--- config.mk ---
export PLATFORM = sky130hd
export DESIGN_NAME = snapshot_frame_parser_core
export DESIGN_NICKNAME = d
export VERILOG_FILES = /design/src/sv/sfp_pkg.sv /design/src/sv/snapshot_frame_parser_core.sv /design/src/sv/sfp_front.sv /design/src/sv/sfp_back.sv
export SDC_FILE = /design/constraint.sdc
export NUM_CORES = 2
export LEC_CHECK = 0
export ABC_CLOCK_PERIOD_IN_PS = 21500
export BUFFER_PORTS_ARGS = -buffer_cell sky130_fd_sc_hd__buf_2
export CORE_ASPECT_RATIO = 0.7
export CORE_MARGIN = 2
export CORE_UTILIZATION = 40
export DETAILED_ROUTE_END_ITERATION = 12
export PLACE_DENSITY = 0.58
export SKIP_CTS_REPAIR_TIMING = 1
export SLEW_MARGIN = 10
export SYNTH_ARGS = -nofsm -noshare
export SYNTH_HDL_FRONTEND = slang
export SYNTH_SLANG_ARGS = --single-unit
--- constraint.sdc ---
create_clock -name clk -period 21.5 [get_ports clk]
set_input_delay 0 -clock clk [delete_from_list [all_inputs] [get_ports clk]]
set_output_delay 0 -clock clk [all_outputs]
set_load 0.01 [all_outputs]
--- src/sv/sfp_pkg.sv ---
`default_nettype none
package sfp_pkg;

	typedef enum logic [3:0] {
		PH_MAGIC   = 4'd0,
		PH_TICK    = 4'd1,
		PH_BASE    = 4'd2,
		PH_HASH    = 4'd3,
		PH_COUNT   = 4'd4,
		PH_ID      = 4'd5,
		PH_MASK    = 4'd6,
		PH_PLEN    = 4'd7,
		PH_PAYLOAD = 4'd8,
		PH_DONE    = 4'd9
	} phase_t;

	typedef enum logic [2:0] {
		KIND_HEADER  = 3'd0,
		KIND_ENTITY  = 3'd1,
		KIND_PAYLOAD = 3'd2,
		KIND_SUCCESS = 3'd3,
		KIND_FAILURE = 3'd4
	} kind_t;

	localparam logic [1:0] FAIL_NONE  = 2'd0;
	localparam logic [1:0] FAIL_MAGIC = 2'd1;
	localparam logic [1:0] FAIL_SHORT = 2'd2;

	// one output record
	typedef struct packed {
		kind_t       kind;
		logic [31:0] tick;
		logic [31:0] baseline;
		logic [63:0] hash;
		logic [31:0] total;
		logic [63:0] key;
		logic [31:0] mask;
		logic [15:0] plen;
		logic [7:0]  value;
		logic [1:0]  fail;
		logic        last;
	} rec_t;

	// up to two records caused by one item
	typedef struct packed {
		logic [1:0] count;
		rec_t       r0;
		rec_t       r1;
	} bundle_t;

	localparam int QDEPTH = 4;
	localparam int QAW = 2;

	function automatic logic [2:0] field_len(input phase_t ph);
		logic [2:0] n;
		begin
			unique case (ph)
				PH_HASH, PH_ID: n = 3'd0; // eight bytes wrap to zero
				PH_PLEN:        n = 3'd2;
				default:        n = 3'd4;
			endcase
			return n;
		end
	endfunction

	function automatic rec_t blank_rec(input kind_t k);
		rec_t r;
		begin
			r = '0;
			r.kind = k;
			return r;
		end
	endfunction

endpackage
`default_nettype wire

--- src/sv/snapshot_frame_parser_core.sv ---
// output: a byte's records are registered in the queue when it is accepted and go out from its head
// throughput: one byte per cycle while the queue is not full; a byte that yields two
//   records sends them out one after the other, absorbed by a four-entry queue of record pairs
// reset: arst_n asynchronous active low clears parse state, magic and queue
`default_nettype none
module snapshot_frame_parser_core import sfp_pkg::*; (
	input  wire logic        clk,
	input  wire logic        arst_n,
	input  wire logic        cfg_we,
	input  wire logic [31:0] cfg_wdata,
	input  wire logic        in_valid,
	output logic             in_stall,
	input  wire logic [7:0]  data_byte,
	input  wire logic        end_of_buffer,
	output logic             out_valid,
	input  wire logic        out_stall,
	output logic [2:0]       record_kind,
	output logic [31:0]      tick_number,
	output logic [31:0]      baseline_number,
	output logic [63:0]      state_hash,
	output logic [31:0]      entry_total,
	output logic [63:0]      entity_key,
	output logic [31:0]      changed_mask,
	output logic [15:0]      payload_length,
	output logic [7:0]       payload_value,
	output logic [1:0]       failure_code,
	output logic             last_of_run
);
	logic [31:0] magic_q;
	bundle_t     bundle;
	logic        full, take, push;
	rec_t        rec;

	// expected magic register
	always_ff @(posedge clk or negedge arst_n) begin
		if (!arst_n) magic_q <= '0;
		else if (cfg_we) magic_q <= cfg_wdata;
	end

	// front classifies a byte whenever the queue has room
	assign in_stall = full;
	assign take = in_valid && !full;
	// bytes that cause no record leave nothing in the queue
	assign push = take && (bundle.count != 2'd0);

	sfp_front u_front (
		.clk(clk), .arst_n(arst_n), .magic(magic_q), .take(take),
		.data_byte(data_byte), .end_of_buffer(end_of_buffer), .bundle(bundle)
	);

	sfp_back u_back (
		.clk(clk), .arst_n(arst_n), .push(push), .push_data(bundle),
		.full(full), .out_valid(out_valid), .out_rec(rec), .out_stall(out_stall)
	);

	assign record_kind     = rec.kind;
	assign tick_number     = rec.tick;
	assign baseline_number = rec.baseline;
	assign state_hash      = rec.hash;
	assign entry_total     = rec.total;
	assign entity_key      = rec.key;
	assign changed_mask    = rec.mask;
	assign payload_length  = rec.plen;
	assign payload_value   = rec.value;
	assign failure_code    = rec.fail;
	assign last_of_run     = rec.last;
endmodule
`default_nettype wire

--- src/sv/sfp_front.sv ---
`default_nettype none
module sfp_front import sfp_pkg::*; (
	input  wire logic        clk,
	input  wire logic        arst_n,
	input  wire logic [31:0] magic,
	input  wire logic        take,
	input  wire logic [7:0]  data_byte,
	input  wire logic        end_of_buffer,
	output bundle_t          bundle
);
	phase_t      phase_q;
	logic [2:0]  pos_q;
	logic [63:0] shift_q;
	logic [31:0] tick_q, base_q, left_q, mask_q;
	logic [63:0] hash_q, key_q;
	logic [15:0] pleft_q;

	phase_t      phase_n, phase_d;
	logic [2:0]  pos_inc, pos_d;
	logic [63:0] shift_d, v;
	logic [31:0] left_dec, left_d;
	logic [15:0] pleft_dec, pleft_d;
	logic        done_field;
	rec_t        r0, r1;
	logic [1:0]  n;

	assign v = shift_q | ({56'd0, data_byte} << {pos_q, 3'b000});
	assign pos_inc = pos_q + 3'd1;
	assign left_dec = left_q - 32'd1;
	assign pleft_dec = pleft_q - 16'd1;
	assign done_field = (phase_q < PH_PAYLOAD) && (pos_inc == field_len(phase_q));

	// next state
	always_comb begin
		phase_n = phase_q;
		pos_d = pos_q;
		shift_d = shift_q;
		left_d = left_q;
		pleft_d = pleft_q;
		if (phase_q < PH_PAYLOAD) begin
			shift_d = v;
			pos_d = pos_inc;
			if (done_field) begin
				shift_d = '0;
				pos_d = '0;
				unique case (phase_q)
					PH_MAGIC: phase_n = (v[31:0] != magic) ? PH_DONE : PH_TICK;
					PH_TICK:  phase_n = PH_BASE;
					PH_BASE:  phase_n = PH_HASH;
					PH_HASH:  phase_n = PH_COUNT;
					PH_COUNT: begin
						left_d = v[31:0];
						phase_n = (v[31:0] == '0) ? PH_DONE : PH_ID;
					end
					PH_ID:   phase_n = PH_MASK;
					PH_MASK: phase_n = PH_PLEN;
					default: begin
						pleft_d = v[15:0];
						if (v[15:0] == '0) begin
							left_d = left_dec;
							phase_n = (left_dec == '0) ? PH_DONE : PH_ID;
						end else begin
							phase_n = PH_PAYLOAD;
						end
					end
				endcase
			end
		end else if (phase_q == PH_PAYLOAD) begin
			pleft_d = pleft_dec;
			if (pleft_dec == '0) begin
				left_d = left_dec;
				phase_n = (left_dec == '0) ? PH_DONE : PH_ID;
			end
		end
		phase_d = phase_n;
		if (end_of_buffer) begin
			phase_d = PH_MAGIC;
			pos_d = '0;
			shift_d = '0;
		end
	end

	// records caused by the current byte
	always_comb begin
		r0 = blank_rec(KIND_HEADER);
		r1 = blank_rec(KIND_HEADER);
		n = 2'd0;
		if (done_field) begin
			unique case (phase_q)
				PH_MAGIC: begin
					if (v[31:0] != magic) begin
						r0 = blank_rec(KIND_FAILURE);
						r0.fail = FAIL_MAGIC;
						n = 2'd1;
					end
				end
				PH_COUNT: begin
					r0.tick = tick_q;
					r0.baseline = base_q;
					r0.hash = hash_q;
					r0.total = v[31:0];
					n = 2'd1;
					if (v[31:0] == '0) begin
						r1 = blank_rec(KIND_SUCCESS);
						n = 2'd2;
					end
				end
				PH_PLEN: begin
					r0 = blank_rec(KIND_ENTITY);
					r0.key = key_q;
					r0.mask = mask_q;
					r0.plen = v[15:0];
					n = 2'd1;
					if (v[15:0] == '0 && left_dec == '0) begin
						r1 = blank_rec(KIND_SUCCESS);
						n = 2'd2;
					end
				end
				default: ;
			endcase
		end else if (phase_q == PH_PAYLOAD) begin
			r0 = blank_rec(KIND_PAYLOAD);
			r0.value = data_byte;
			n = 2'd1;
			if (pleft_dec == '0 && left_dec == '0) begin
				r1 = blank_rec(KIND_SUCCESS);
				n = 2'd2;
			end
		end
		// buffer ended with the frame unfinished
		if (end_of_buffer && phase_n < PH_DONE) begin
			if (n == 2'd0) begin
				r0 = blank_rec(KIND_FAILURE);
				r0.fail = FAIL_SHORT;
			end else begin
				r1 = blank_rec(KIND_FAILURE);
				r1.fail = FAIL_SHORT;
			end
			n = n + 2'd1;
		end
		if (n == 2'd1) r0.last = 1'b1;
		if (n == 2'd2) r1.last = 1'b1;
		bundle.count = n;
		bundle.r0 = r0;
		bundle.r1 = r1;
	end

	always_ff @(posedge clk or negedge arst_n) begin
		if (!arst_n) begin
			phase_q <= PH_MAGIC;
			pos_q <= '0;
			shift_q <= '0;
			tick_q <= '0;
			base_q <= '0;
			hash_q <= '0;
			left_q <= '0;
			key_q <= '0;
			mask_q <= '0;
			pleft_q <= '0;
		end else if (take) begin
			phase_q <= phase_d;
			pos_q <= pos_d;
			shift_q <= shift_d;
			left_q <= left_d;
			pleft_q <= pleft_d;
			if (done_field) begin
				unique case (phase_q)
					PH_TICK: tick_q <= v[31:0];
					PH_BASE: base_q <= v[31:0];
					PH_HASH: hash_q <= v;
					PH_ID:   key_q <= v;
					PH_MASK: mask_q <= v[31:0];
					default: ;
				endcase
			end
		end
	end
endmodule
`default_nettype wire

--- src/sv/sfp_back.sv ---
`default_nettype none
module sfp_back import sfp_pkg::*; (
	input  wire logic    clk,
	input  wire logic    arst_n,
	input  wire logic    push,
	input  wire bundle_t push_data,
	output logic         full,
	output logic         out_valid,
	output rec_t         out_rec,
	input  wire logic    out_stall
);
	bundle_t      mem [QDEPTH];
	logic [QAW:0] wr_q, rd_q;
	logic         sub_q;
	logic         empty, pop;
	bundle_t      head;

	assign empty = (wr_q == rd_q);
	assign full = (wr_q[QAW] != rd_q[QAW]) && (wr_q[QAW-1:0] == rd_q[QAW-1:0]);
	assign head = mem[rd_q[QAW-1:0]];
	assign out_valid = !empty;
	assign out_rec = sub_q ? head.r1 : head.r0;
	// bundle leaves after its last record goes out
	assign pop = out_valid && !out_stall && (sub_q || head.count == 2'd1);

	always_ff @(posedge clk) begin
		if (push) mem[wr_q[QAW-1:0]] <= push_data;
	end

	always_ff @(posedge clk or negedge arst_n) begin
		if (!arst_n) begin
			wr_q <= '0;
			rd_q <= '0;
			sub_q <= 1'b0;
		end else begin
			if (push) wr_q <= wr_q + 1'b1;
			if (pop) begin
				rd_q <= rd_q + 1'b1;
				sub_q <= 1'b0;
			end else if (out_valid && !out_stall) begin
				sub_q <= 1'b1;
			end
		end
	end
endmodule
`default_nettype wire

# ---- Word level (Yosys, flattened, before mapping)
# Memories as Yosys holds them, arrays and structs flattened.
# Index checks and enable logic that the tools add are counted.
dict set report word_totals {
  in_bits 46
  register_bits 382
  out_inout_bits 288
  memories 1
  word_cells 138
  ramBits 2296
}
dict set report op_classes {
  addsub 6
  n_lt_le_gt_ge 2
  n_reduce_logical 35
  eq_ne 20
  n_bitwise 1
  shifts 1
  mux 58
}
# memory words width rd rd_ports_with_merged_regs write_ports line_no
set memory_table {}
lappend memory_table {u_back.mem 4 574 1 0 1 sfp_back.sv:12} ;# bundle_t mem [QDEPTH];
# op n
set op_table {}
lappend op_table {{286-bit 2-to-1 mux} 9}
lappend op_table {{285-bit 2-to-1 mux} 4}
lappend op_table {{286-bit case mux with 2 select lines} 1}
lappend op_table {{160-bit case mux with 2 select lines} 1}
lappend op_table {{123-bit case mux with 2 select lines} 1}
lappend op_table {{64-bit 2-to-1 mux} 3}
lappend op_table {{32-bit 2-to-1 mux} 5}
lappend op_table {{32-bit zero test} 2}
lappend op_table {{16-bit 2-to-1 mux} 4}
lappend op_table {{64-bit bitwise OR} 1}
lappend op_table {{32-bit case mux with 2 select lines} 1}
lappend op_table {{8-bit by 6-bit left shift with 64-bit output} 1}
lappend op_table {{4-bit 2-to-1 mux} 9}
lappend op_table {{16-bit zero test} 2}
lappend op_table {{32-bit != test} 1}
lappend op_table {{32-bit by 1-bit subtractor with 32-bit output, second input constant} 1}
lappend op_table {{4-bit case mux with 7 select lines} 1}
lappend op_table {{4-bit by 3-bit equality test with 1-bit output, second input constant} 4}
lappend op_table {{16-bit by 1-bit subtractor with 16-bit output, second input constant} 1}
lappend op_table {{3-bit AND reduction} 5}
lappend op_table {{2-bit 2-to-1 mux} 6}
lappend op_table {{3-bit case mux with 2 select lines} 2}
lappend op_table {{2-bit nonzero test} 5}
lappend op_table {{3-bit by 1-bit adder with 3-bit output, second input constant} 3}
lappend op_table {{27 further kinds} 50}

# ---- Depth between registers and ports, before layout
dict set report depth {
  word_depth 14
  depth_mapped 19
  depth_no_buf 14
}

# ---- Hierarchy
# A second synthesis with hierarchy kept.
dict set report unflattened {
  hier_cells 5770
  area_unflattened_um2 107465.6
}
# module instances cells_per_inst area_each_um2 seq_area_each_um2
set modules_own_cells {}
lappend modules_own_cells {sfp_back 1 3356 86496.7 69121.3}
lappend modules_own_cells {sfp_front 1 2344 19610.1 8583.2}
lappend modules_own_cells {snapshot_frame_parser_core 1 70 1358.8 800.8}

# ---- Worst setup path before layout
# Ideal clock, no wire load.
dict set report synth_path {
  kind {reg2reg}
  start {register u_front.left_q[0]}
  end {memory u_back.mem[0][0] (netlist name) (enable)}
  setup_time_ns 0.950
  period_less_slack_ns 16.104
  t_arrival_ns 15.154
  stages_incl_launch_ff 15
  n_path_buf 0
  t_required_ns 20.550
  path_slack_ns 5.396
  path_cell_list {dfrtp_1 inv_1 ha_1 nor4b_2 nand4_1 o31a_1 or2_2 nor3_1 o2111ai_1 o31ai_1 a22oi_1 ha_1 a211o_1 nand3_2 nor2_1}
}
dict set report synth_via {
  elab_chain_len 14
  elab_cells_between_ends 24
  classes_between {2 x add/sub; 1 x order compare; 15 x mux; 6 x reduce/logical}
}
# item line_no
set synth_lines {}
lappend synth_lines {{start, declared} sfp_front.sv:14} ;# logic [31:0] tick_q, base_q, left_q, mask_q;
lappend synth_lines {{start signal, assigned} sfp_front.sv:164} ;# left_q <= left_d;
lappend synth_lines {{32-bit by 1-bit subtractor with 32-bit output (*)} sfp_front.sv:29} ;# assign left_dec = left_q - 32'd1;
lappend synth_lines {{32-bit zero test (*)} n/a}
lappend synth_lines {{4-bit 2-to-1 mux} {sfp_front.sv:61, sfp_front.sv:72}}
lappend synth_lines {{4-bit 2-to-1 mux} sfp_front.sv:59} ;# if (v[15:0] == '0) begin
lappend synth_lines {{4-bit case mux with 7 select lines} sfp_front.sv:46} ;# unique case (phase_q)
lappend synth_lines {{4-bit 2-to-1 mux} sfp_front.sv:43} ;# if (done_field) begin
lappend synth_lines {{4-bit 2-to-1 mux} sfp_front.sv:40} ;# if (phase_q < PH_PAYLOAD) begin
lappend synth_lines {{4-bit less-than comparator} sfp_front.sv:131} ;# if (end_of_buffer && phase_n < PH_DONE) begin
lappend synth_lines {{1-bit logical AND} sfp_front.sv:131}
lappend synth_lines {{2-bit 2-to-1 mux (*)} sfp_front.sv:131}
lappend synth_lines {{2-bit nonzero test (*)} snapshot_frame_parser_core.sv:44} ;# assign push = take && (bundle.count != 2'd0);
lappend synth_lines {{1-bit logical AND (*)} snapshot_frame_parser_core.sv:44}
lappend synth_lines {{1-bit 2-to-1 mux (*)} sfp_back.sv:27} ;# if (push) mem[wr_q[QAW-1:0]] <= push_data;
lappend synth_lines {{1-bit 2-to-1 mux (not written as such) (*)} sfp_back.sv:27}
lappend synth_lines {{end, declared} sfp_back.sv:12}
# Mark *: on every way between the ends. The rest lies on a longest branch, timed or not.

# ---- Final worst setup path
dict set report layout_path {
  start {register u_front.pos_q[0]}
  end {memory u_back.mem[0][462] (netlist name) (enable)}
}
dict set report layout_via {
  elab_chain_len 14
  elab_cells_between_ends 28
  classes_between {2 x add/sub; 1 x order compare; 2 x eq/ne; 1 x shift; 14 x mux; 1 x bitwise; 7 x reduce/logical}
}
# item line_no
set layout_lines {}
lappend layout_lines {{start, declared} sfp_front.sv:12} ;# logic [2:0] pos_q;
lappend layout_lines {{start signal, assigned} sfp_front.sv:162} ;# pos_q <= pos_d;
lappend layout_lines {{8-bit by 6-bit left shift with 64-bit output} sfp_front.sv:27} ;# assign v = shift_q | ({56'd0, data_byte} << {pos_q, 3'b000});
lappend layout_lines {{64-bit bitwise OR} sfp_front.sv:27}
lappend layout_lines {{32-bit != test, or another cell as far along} {sfp_front.sv:47, sfp_front.sv:91}}
lappend layout_lines {{4-bit 2-to-1 mux, on equally long branches} {sfp_front.sv:47, sfp_front.sv:53, sfp_front.sv:59}}
lappend layout_lines {{4-bit case mux with 7 select lines} sfp_front.sv:46}
lappend layout_lines {{4-bit 2-to-1 mux} sfp_front.sv:43}
lappend layout_lines {{4-bit 2-to-1 mux} sfp_front.sv:40}
lappend layout_lines {{4-bit less-than comparator} sfp_front.sv:131}
lappend layout_lines {{1-bit logical AND} sfp_front.sv:131}
lappend layout_lines {{2-bit 2-to-1 mux (*)} sfp_front.sv:131}
lappend layout_lines {{2-bit nonzero test (*)} snapshot_frame_parser_core.sv:44}
lappend layout_lines {{1-bit logical AND (*)} snapshot_frame_parser_core.sv:44}
lappend layout_lines {{1-bit 2-to-1 mux (*)} sfp_back.sv:27}
lappend layout_lines {{1-bit 2-to-1 mux (not written as such) (*)} sfp_back.sv:27}
# Marked as above.

==> metrics.md <==
| Metric | Value |
|---|---|
| Outcome | `completed` |
| Buffers on Ports | `333` |
| Reg2reg setup slack | `14.45 ns` |
| Worst path slowest cell | `buf_4` |
| Via-per-instance ratio | `around 5.5` |
| Crit-path max FO | `127` |
| CTS tree | `done` |
| First-pass GRT wire length | `247 mm` |
| Routability cong. | `0.888` |
| Final worst-path cycle share | `approximately a third` |
| Nets@finish | `4517` |
| FF+latch count, synth | `1546` |
| CP arrival | `approximately 7.5 ns` |
| Register area share after synthesis | `70.2%` |
| Pin count of the biggest net entering global routing | `159` |
| Synth area leaders | `edfxtp_1 (55%), dfrtp_1 (15%), mux4_2 (10%), a21oi_1 (3.4%), nor2b_1 (2.8%)` |
| Vias | `about 37000` |
| Cell row count | `about 120` |
| Die X | `about 480 um` |
| Pwr Total | `slightly above 10 mW` |
| Hold Crit Class | `input pin to flip-flop` |
| Remaining Overflow, GRT | `0` |
| Synthesized net count | `slightly above 4000` |
| Rel. slew slack | `10.4%` |
| Delay-heaviest family, CP | `buffers and inverters` |
| Peak VDD IR | `0.115 mV` |
| Die H | `between 300 and 400 um` |
| Fraction of layout cells with a size suffix above 1 | `22.6%` |
| GRT Total Usage | `21.0%` |
| ANT nets after route | `0` |
| Worst-Skew Late Latency | `0.80 ns` |
| Critical Path RT | `21.90 ns` |
| Fill cell count | `13600` |
| Iteration count of the initial detailed-routing pass | `5` |
| Leak | `27.0 nW` |
| Worst-Margin Slew | `1.34 ns` |
| Layout area overhead | `15.9%` |
| Final hold vios | `0` |
| Fin. max-slew vios | `0` |
| Final wirelength | `between 150 and 200 mm` |
| # setup viols final | `0` |
| DR iter-0 viols | `3940` |
| Pre-CTS WS | `14.49 ns` |
| Clock transition at path regs | `~0.060 ns` |
| Buf/Inv on CP | `4` |
| Crit end category | `flip-flop` |
| Hold Path End | `u_back.sub_q` |
| Synthesized instance count | `4091` |
| Distinct cells, synth | `85` |
| Core footprint | `158000 um2` |
| Top cell type's share of synthesized area | `55.2%` |
| Largest area contributor in the netlist | `edfxtp_1` |
| Mapped Area | `63400 um2` |
| Post-DP HPWL | `about 110 mm` |
| Worst flop-to-flop path endpoint | `u_back.mem[0][462]` |
| Wire per inst | `25.6 um` |
| Hold path start | `out_stall` |
| CTS root buf | `clkbuf_16` |
| Clock Skews | `~0.037 ns` |
| Initial antenna violation count | `17` |
| Hold Path Stages | `4` |
| Min Tclk post-route | `slightly above 7 ns` |
| Async SR Flop Fraction | `24.7%` |
| Post-route DRC | `0` |
| Max Cap Viol | `0` |
| Total die area | `162000 um2` |
| Post-synth EDFFs | `about 1200` |
| Type of origin of the critical path | `flip-flop` |
| Bufs on Longest Clock Path | `3` |
| Most frequent CP cell | `buf_4` |
| Final TNS setup | `0 ns` |
| CTS buffer count | `151` |
| RSZ-0062 raised after global routing | `false` |
| Critical Path Max Stage Delay | `0.90 ns` |
| Pwr dens | `140 nW/um2` |
| R2r startpoint | `u_front.pos_q[0]` |
| # H-tree levels | `4` |
| Number of global-route vias before repair | `34700` |
| Cells on worst reg2reg path | `15` |
| Worst setup margin | `roughly 14 ns` |
| Setup CP Type | `flip-flop to flip-flop` |
| Peak Freq | `0.142 GHz` |
| Initial Util | `40.2%` |
| Warnings, synthesis | `0` |
| Num ports | `334` |
| Post-synth top flop | `edfxtp_1` |
| Mean post-synth cell area | `15.5 um2` |
| Clock tree sinks | `1546` |
| CP Cell Sequence | `buf_4 > nor3_1 > a2111oi_0 > nand4_1 > nor3_4 > a21oi_1 > a311o_1 > a21oi_2 > ha_1 > a211o_1 > nand3_2 > nor2_4 > buf_12 > buf_4 > buf_4` |
==> flip-flops by register name, summed over array words and instances, names as in the netlist <==
| register | cells |
|---|---|
| magic_q | 32 |
| u_back.mem | 1164 |
| u_back.rd_q | 3 |
| u_back.sub_q | 1 |
| u_back.wr_q | 3 |
| u_front.base_q | 32 |
| u_front.hash_q | 64 |
| u_front.key_q | 64 |
| u_front.left_q | 32 |
| u_front.mask_q | 32 |
| u_front.phase_q | 4 |
| u_front.pleft_q | 16 |
| u_front.pos_q | 3 |
| u_front.shift_q | 64 |
| u_front.tick_q | 32 |
==> cell usage after synthesis, drive strengths merged, types with 4 or more instances <==
| cell type | n |
|---|---|
| and3b | 5 |
| a31oi | 7 |
| ha | 11 |
| or4b | 4 |
| nor3 | 27 |
| o21a | 5 |
| xor2 | 10 |
| clkbuf | 182 |
| inv | 62 |
| mux4 | 289 |
| a22oi | 9 |
| o22a | 19 |
| and3 | 27 |
| xnor2 | 12 |
| o2bb2ai | 4 |
| edfxtp | 1164 |
| nand2 | 102 |
| dfrtp | 382 |
| o31ai | 7 |
| nand3 | 32 |
| nand4 | 23 |
| nor2b | 283 |
| nor4 | 16 |
| nand4bb | 16 |
| nor2 | 404 |
| a22o | 5 |
| a2111oi | 5 |
| mux2 | 35 |
| a21oi | 433 |
| buf | 87 |
| a32oi | 7 |
| and4b | 4 |
| nor4b | 23 |
| or3 | 13 |
| nand4b | 12 |
| a211oi | 4 |
| and2 | 239 |
| nand2b | 5 |
| nor3b | 9 |
| o21ai | 63 |
==> cell type report <==
| class | count | area (um2) | share of cell area (%) |
|---|---|---|---|
| antenna | 3 | 7.51 | 0.0102 |
| clock inverter | 66 | 806 | 1.10 |
| tap | 2108 | 2640 | 3.59 |
| sequential | 1546 | 44500 | 60.6 |
| timing repair buffer | 485 | 3090 | 4.20 |
| inverter | 62 | 243 | 0.330 |
| clock buffer | 214 | 4300 | 5.85 |
| multi-input combinational | 2214 | 17900 | 24.3 |
==> worst max path at each step <==
stage	start	endpoint	slack [ns]	cells after the start
2_1_floorplan	u_front.left_q[0]	u_back.mem[0][0]	5.40	14
3_3_place_gp	u_front.pos_q[1]	u_back.mem[0][468]	14.39	16
3_5_place_dp	u_front.pos_q[1]	u_back.mem[0][445]	14.49	16
4_1_cts	u_front.pos_q[2]	u_back.mem[0][445]	14.45	15
5_1_grt	u_front.pos_q[1]	u_back.mem[0][449]	13.92	16
6_report	u_front.pos_q[0]	u_back.mem[0][462]	14.45	15
==> worst reg2reg max path, stage by stage, from the launching register on <==
cell	delay, ns
dfrtp_1	0.64
buf_4	0.40
nor3_1	0.25
a2111oi_0	0.58
nand4_1	0.37
nor3_4	0.43
a21oi_1	0.17
a311o_1	0.39
a21oi_2	0.24
ha_1	0.20
a211o_1	0.13
nand3_2	0.21
nor2_4	0.19
buf_12	0.58
buf_4	0.85
buf_4	0.91
==> cells in the final DEF, fill, tap and decap left out, drive strengths merged, types with 9 or more instances in the layout <==
| cell | count |
|---|---|
| a21oi | 433 |
| a22oi | 9 |
| and2 | 239 |
| and3 | 27 |
| buf | 405 |
| bufinv | 13 |
| clkbuf | 214 |
| clkinv | 40 |
| dfrtp | 382 |
| dlygate4sd3 | 80 |
| edfxtp | 1164 |
| ha | 11 |
| inv | 72 |
| mux2 | 35 |
| mux4 | 289 |
| nand2 | 102 |
| nand3 | 32 |
| nand4 | 23 |
| nand4b | 12 |
| nand4bb | 16 |
| nor2 | 404 |
| nor2b | 283 |
| nor3 | 27 |
| nor3b | 9 |
| nor4 | 16 |
| nor4b | 23 |
| o21ai | 63 |
| o22a | 19 |
| or3 | 13 |
| xnor2 | 12 |
| xor2 | 10 |
==> metrics by stage <==
stage               cells  instance area, um2  utilization (%)  hold slack [ns]
floorplan            4091               63400                -           -0.296
global placement     6334               67500             42.8           0.0759
detailed placement   6334               67500             42.8           0.0867
CTS                  6614               72600             46.1           -0.783
global route         6696               73500             46.6            0.199
finish               6698               73500             46.6            0.207
==> power breakdown <==
| part | switching (mW) | leakage, nW | internal, mW |
|---|---|---|---|
| logic | 2.16 | 8.29 | 1.37 |
| registers | 0.239 | 16.2 | 3.76 |
| clock network | 1.16 | 2.50 | 1.57 |
==> per-layer routing <==
| layer | up-vias | track usage (%) | share of wire (%) |
|---|---|---|---|
| met2 | 1369 | 30.3 | 44 |
| li1 | 16100 | - | - |
| met5 | - | 0 | 0.027 |
| met3 | 173 | 4.47 | 7.9 |
| met1 | 18900 | 32.4 | 46 |
| met4 | 8 | 4.56 | 1.5 |
==> kinds of logic (layout without fill, tap and decap cells) <==
logic type      count (synthesis)  in the layout  share of synthesized area [%]
simple gates                 1258           1258                           10.9
other cells                     0              3                              0
xor+xnor                       22             22                          0.304
flops                        1546           1546                           70.2
fa+ha+maj                      11             11                          0.217
compound gates                599            599                           5.37
mux                           324            324                           10.9
buf+inv                       331            827                           2.10
No activity file was read; power rests on OpenSTA's default activity.
